--- src/rtl/core/sha512_pkg.sv ---
package sha512_pkg;

  localparam int unsigned Rounds     = 80;
  localparam int unsigned BlockWords = 16;

  typedef enum logic [2:0] {
    StIdle,
    StPad,
    StInit,
    StRound,
    StFinal,
    StOut
  } state_e;

  typedef logic [63:0] word_t;

  function automatic word_t round_k(input logic [6:0] t);
    word_t k;
    case (t)
      7'd0:  k = 64'h428a2f98d728ae22; 7'd1:  k = 64'h7137449123ef65cd;
      7'd2:  k = 64'hb5c0fbcfec4d3b2f; 7'd3:  k = 64'he9b5dba58189dbbc;
      7'd4:  k = 64'h3956c25bf348b538; 7'd5:  k = 64'h59f111f1b605d019;
      7'd6:  k = 64'h923f82a4af194f9b; 7'd7:  k = 64'hab1c5ed5da6d8118;
      7'd8:  k = 64'hd807aa98a3030242; 7'd9:  k = 64'h12835b0145706fbe;
      7'd10: k = 64'h243185be4ee4b28c; 7'd11: k = 64'h550c7dc3d5ffb4e2;
      7'd12: k = 64'h72be5d74f27b896f; 7'd13: k = 64'h80deb1fe3b1696b1;
      7'd14: k = 64'h9bdc06a725c71235; 7'd15: k = 64'hc19bf174cf692694;
      7'd16: k = 64'he49b69c19ef14ad2; 7'd17: k = 64'hefbe4786384f25e3;
      7'd18: k = 64'h0fc19dc68b8cd5b5; 7'd19: k = 64'h240ca1cc77ac9c65;
      7'd20: k = 64'h2de92c6f592b0275; 7'd21: k = 64'h4a7484aa6ea6e483;
      7'd22: k = 64'h5cb0a9dcbd41fbd4; 7'd23: k = 64'h76f988da831153b5;
      7'd24: k = 64'h983e5152ee66dfab; 7'd25: k = 64'ha831c66d2db43210;
      7'd26: k = 64'hb00327c898fb213f; 7'd27: k = 64'hbf597fc7beef0ee4;
      7'd28: k = 64'hc6e00bf33da88fc2; 7'd29: k = 64'hd5a79147930aa725;
      7'd30: k = 64'h06ca6351e003826f; 7'd31: k = 64'h142929670a0e6e70;
      7'd32: k = 64'h27b70a8546d22ffc; 7'd33: k = 64'h2e1b21385c26c926;
      7'd34: k = 64'h4d2c6dfc5ac42aed; 7'd35: k = 64'h53380d139d95b3df;
      7'd36: k = 64'h650a73548baf63de; 7'd37: k = 64'h766a0abb3c77b2a8;
      7'd38: k = 64'h81c2c92e47edaee6; 7'd39: k = 64'h92722c851482353b;
      7'd40: k = 64'ha2bfe8a14cf10364; 7'd41: k = 64'ha81a664bbc423001;
      7'd42: k = 64'hc24b8b70d0f89791; 7'd43: k = 64'hc76c51a30654be30;
      7'd44: k = 64'hd192e819d6ef5218; 7'd45: k = 64'hd69906245565a910;
      7'd46: k = 64'hf40e35855771202a; 7'd47: k = 64'h106aa07032bbd1b8;
      7'd48: k = 64'h19a4c116b8d2d0c8; 7'd49: k = 64'h1e376c085141ab53;
      7'd50: k = 64'h2748774cdf8eeb99; 7'd51: k = 64'h34b0bcb5e19b48a8;
      7'd52: k = 64'h391c0cb3c5c95a63; 7'd53: k = 64'h4ed8aa4ae3418acb;
      7'd54: k = 64'h5b9cca4f7763e373; 7'd55: k = 64'h682e6ff3d6b2b8a3;
      7'd56: k = 64'h748f82ee5defb2fc; 7'd57: k = 64'h78a5636f43172f60;
      7'd58: k = 64'h84c87814a1f0ab72; 7'd59: k = 64'h8cc702081a6439ec;
      7'd60: k = 64'h90befffa23631e28; 7'd61: k = 64'ha4506cebde82bde9;
      7'd62: k = 64'hbef9a3f7b2c67915; 7'd63: k = 64'hc67178f2e372532b;
      7'd64: k = 64'hca273eceea26619c; 7'd65: k = 64'hd186b8c721c0c207;
      7'd66: k = 64'heada7dd6cde0eb1e; 7'd67: k = 64'hf57d4f7fee6ed178;
      7'd68: k = 64'h06f067aa72176fba; 7'd69: k = 64'h0a637dc5a2c898a6;
      7'd70: k = 64'h113f9804bef90dae; 7'd71: k = 64'h1b710b35131c471b;
      7'd72: k = 64'h28db77f523047d84; 7'd73: k = 64'h32caab7b40c72493;
      7'd74: k = 64'h3c9ebe0a15c9bebc; 7'd75: k = 64'h431d67c49c100d4c;
      7'd76: k = 64'h4cc5d4becb3e42b6; 7'd77: k = 64'h597f299cfc657e2a;
      7'd78: k = 64'h5fcb6fab3ad6faec; default: k = 64'h6c44198c4a475817;
    endcase
    return k;
  endfunction

  function automatic word_t init_hash(input logic [2:0] i);
    word_t h;
    case (i)
      3'd0: h = 64'h6a09e667f3bcc908;
      3'd1: h = 64'hbb67ae8584caa73b;
      3'd2: h = 64'h3c6ef372fe94f82b;
      3'd3: h = 64'ha54ff53a5f1d36f1;
      3'd4: h = 64'h510e527fade682d1;
      3'd5: h = 64'h9b05688c2b3e6c1f;
      3'd6: h = 64'h1f83d9abfb41bd6b;
      default: h = 64'h5be0cd19137e2179;
    endcase
    return h;
  endfunction

endpackage

--- src/rtl/core/sha512_sched.sv ---
module sha512_sched import sha512_pkg::*; (
  input  logic       clk_i,
  input  logic       wr_en_i,
  input  logic [3:0] wr_addr_i,
  input  word_t      wr_data_i,
  input  logic [3:0] rd_addr_i,
  output word_t      rd_data_o
);
  // 16-entry schedule window, one write and one registered read per cycle
  word_t mem_q [BlockWords];
  always_ff @(posedge clk_i) begin
    if (wr_en_i) begin
      mem_q[wr_addr_i] <= wr_data_i;
    end
    rd_data_o <= mem_q[rd_addr_i];
  end
endmodule

--- config.mk ---
export PLATFORM = sky130hd
export DESIGN_NAME = sha512_sched
export DESIGN_NICKNAME = d
export VERILOG_FILES = /design/src/rtl/core/sha512_pkg.sv /design/src/rtl/core/sha512_sched.sv
export SDC_FILE = /design/constraint.sdc
export NUM_CORES = 1
export LEC_CHECK = 0
export BUFFER_PORTS_ARGS = -buffer_cell sky130_fd_sc_hd__buf_2
export CAP_MARGIN = 40
export CORE_ASPECT_RATIO = 2
export CORE_MARGIN = 1
export CORE_UTILIZATION = 50
export DETAILED_ROUTE_END_ITERATION = 7
export PLACE_DENSITY = 0.66
export SYNTH_ARGS = -nofsm -noshare
export SYNTH_HDL_FRONTEND = slang
export SYNTH_SLANG_ARGS = --single-unit
--- constraint.sdc ---
create_clock -name clk_i -period 12.32 [get_ports clk_i]
set_input_delay 1.232 -clock clk_i [delete_from_list [all_inputs] [get_ports clk_i]]
set_output_delay 1.232 -clock clk_i [all_outputs]
set_load 0.02 [all_outputs]
# Yosys cells after proc, flatten, opt, wreduce, memory -nomap -nowiden
# Memory sizes are Yosys's and may differ from the RTL's. A register that Yosys moved wholly into a read port is not among the register bits.
# Cells that the tools add are included.
totals:
  reg_bits: 0
  elab_cells: 3
  out_inout_bits: 64
  memories: 1
  ramBits: 1024
  in_bits: 74
mem_list:
  columns: ["memory", "words", "word_bits", "rd", "rd_ports_with_merged_regs", "write_ports", "line_no", "source"]
  rows:
  - ["mem_q", 16, 64, 1, 1, 1, "sha512_sched.sv:10", "word_t mem_q [BlockWords];"]
op_classes:
  mux: 2
op_table:
  columns: ["op", "count"]
  rows:
  - ["$mux W1", 2]

# Longest topological paths before layout
depth:
  ltp_word: 2
  ltp_mapped: 6
  mapped_depth_nobuf: 3

# Least setup slack after synthesis
# No wires, ideal clock.
synth_path:
  kind: "input to register"
  from: "input port wr_addr_i[2]"
  to: "memory mem_q[0][0] (netlist name) (enable)"
  path_stages: 2
  path_buffers: 0
  setup_time_ps: 565
  t_arrival_ps: 6095
  slack_ps: 5659
  cell_sequence: "or3b_2 -> nor3_1"
synth_rtl:
  columns: ["item", "line_no", "source"]
  rows:
  - ["start: declaration", "sha512_sched.sv:4", "input logic [3:0] wr_addr_i,"]
  - ["end: declaration", "sha512_sched.sv:10", null]
# No word-level cell before the write port.

==> metrics.md <==
| Metric | Value |
|---|---|
| Status | `finished, final reports clean` |
| Via count | `17753` |
| Min Tclk post-route | `3.842 ns` |
| P_leak | `14.41 nW` |
| TritonCTS clock tree | `yes` |
| WHS | `0.6614 ns` |
| Dominant cells by area after synthesis | `edfxtp_1 (78%), mux4_2 (15%), dfxtp_1 (3.2%)` |
| Number of gates resized after CTS | `0` |
| # IOs | `138` |
| Area delta synth->final | `13.75%` |
| Starting Density | `50.62%` |
| Clock Latency Late Sink | `0.70 ns` |
| Worst setup EP type | `flip-flop` |
| Post-synth cell types | `18` |
| Fin crit share | `31.19%` |
| Die span in x | `201.0 µm` |
| Layout cells sized above 1 | `31.33%` |
| Tot GR Track Use | `21.56%` |
| Register area | `32030 µm²` |
| Largest net degree at the start of global routing | `162` |
| R2r setup slk | `10.91 ns` |
| Final Hold Violating Endpoints | `0` |
| Final wirelength | `84470 µm` |
| DP Wirelength | `44100 µm` |
| Placer Congestion | `0.6981` |
| Initial DRT Pass Iterations | `5` |
| Crit path max fanout | `83` |
| FF+latch count, synth | `1088` |
| Total power | `7.473 mW` |
| Setup bufs post-CTS | `0` |
| Max cap viols | `0` |
| Synth warnings | `0` |
| CTS root buffer | `clkbuf_16` |
| Worst reg-to-reg path cell count | `3` |
| CP startpoint kind | `input port` |
| Sink Count | `1088` |
| Setup CP Type | `input port to flip-flop` |
| DIE HEIGHT | `399.9 µm` |
| CP required | `12.90 ns` |
| Area of the multi-input gates | `7234 µm²` |
| Hold path start | `mem_q[14][41]$_DFFE_PP_` |
| Final Setup Violations | `0` |
| Hold buffer count at cts | `0` |
| Worst Tran Pin Value | `1.085 ns` |
| Fmax | `260.3 MHz` |
| RSZ-0062 raised after global routing | `false` |
| Initial antenna violation count | `8` |
| Worst hold stages | `3` |
| Nets@finish | `1915` |
| Slew HR | `27.67%` |
| CP arrival | `4.42 ns` |
| Syn_nets | `1721` |
| Num CTS Buffers | `89` |
| CTS H-Tree Depth | `3` |
| Yosys top cell by area | `edfxtp_1` |
| Clk buf depth | `3` |
| PwrDens | `166.0 nW/µm²` |
| Share of Yosys cell area claimed by the top area cell type | `77.69%` |
| Die area | `80360 µm²` |
| Number of fill cells | `5547` |
| Grt ovf | `0` |
| Count of buffers from port buffering | `137` |
| Crit path from | `rd_addr_i[0]` |
| Total negative setup slack | `0 ns` |
| Routed wire length per instance | `28.65 µm` |
| Most common cell after layout, fill and taps aside | `edfxtp_1` |
| Final ANT Viol Nets | `0` |
| Initial drt markers | `1553` |
| Syn Area/Cell | `24.03 µm²` |
| Post-Syn Area | `39580 µm²` |
| Cells after synthesis | `1647` |
| Max-slew violations | `0` |
| VDD IR-drop max | `0.1270 mV` |
| Clock transition at the registers of the reported paths | `0.07 ns` |
| Seq/Total Area, Yosys | `80.92%` |
| Worst Hold End | `rd_data_o[41]$_DFF_P_` |
| DRC violations left | `0` |
| RR Startpoint | `mem_q[2][60]$_DFFE_PP_` |
| Setup Skew | `0.04125 ns` |
| Most frequent cells in the layout | `edfxtp_1 (1024), mux4_2 (256), buf_2 (135), a22oi_1 (128), clkbuf_16 (92)` |
| Core area | `78190 µm²` |
| Vias in the first global route | `19000` |
| Critical R2R Capture | `rd_data_o[60]$_DFF_P_` |
| Row cnt | `145` |
| Hold crit path type | `flip-flop to flip-flop` |
| Vias per cell | `6.022` |
| Global-route wire length before repair | `125100 µm` |
[state kept, by name, summed over array words and instances, names as in the netlist]
name,count
rd_data_o,64
mem_q,1024
[worst max-delay path, stage by stage]
cell	delay, ns
buf_8	0.63
buf_4	0.77
buf_4	0.49
buf_16	0.31
mux4_2	0.53
a22oi_1	0.24
nand2_1	0.09
[where the power goes]
group	internal, mW	leakage [nW]	switching [mW]	total [mW]
combinational	0.149	3.14	0.230	0.379
sequential	4.13	9.79	0.0300	4.16
clock	1.62	1.47	1.31	2.93
[kinds of logic (layout without fill, tap and decap cells)]
group	Yosys count	count (layout)	share of synthesized area, %
AO/OA/AOI/OAI	128	128	2.428
AND/OR/NAND/NOR	91	91	0.9420
other	0	1	0
flip-flops	1088	1088	80.92
multiplexers	256	256	14.57
buffers and inverters	84	355	1.141
[final cells by class]
cell class,count,share of cell area (%)
clock buffer,120,5.502
multi-input combinational,475,16.07
timing repair buffer,187,3.185
antenna,1,0.005558
clock inverter,48,1.239
sequential,1088,71.14
tap,1029,2.860
[per-layer routing]
layer	track usage [%]	part of all wire, %	up-vias
li1	-	-	7416
met1	28.36	40	9628
met2	37.28	52	594
met3	2.925	5.4	105
met4	7.129	2.0	10
met5	0	0.075	-
[synthesized netlist by cell type]
cell      count
a22oi_1     128
mux4_2      256
nand3_1       1
edfxtp_1   1024
dfxtp_1      64
nand2b_1      2
nor2b_1       2
and2_1        1
nand2_1      65
buf_4         6
buf_1        16
or3b_2        1
nand3b_1      2
buf_6        13
nor3_1        4
buf_2        13
nor2_1       13
clkbuf_1     36
[worst max-delay path by stage]
stage               cells past startpoint               endpoint
floorplan                               2  mem_q[0][0]$_DFFE_PP_
global placement                        6  rd_data_o[27]$_DFF_P_
detailed placement                      7  rd_data_o[25]$_DFF_P_
CTS                                     7  rd_data_o[25]$_DFF_P_
global route                            7  rd_data_o[34]$_DFF_P_
finish                                  7  rd_data_o[25]$_DFF_P_
[metrics by stage]
step                      cells  setup WS (ns)  util (%)  cell area [µm²]
after global routing       2947          8.104     57.58            45020
after global placement     2762          7.421     53.10            41520
after floorplan            1647          5.659         -            39580
after CTS                  2947          8.340     57.58            45020
final                      2948          8.478     57.58            45020
after detailed placement   2779          7.589     53.70            41990
(Power assumes the default switching activity.)
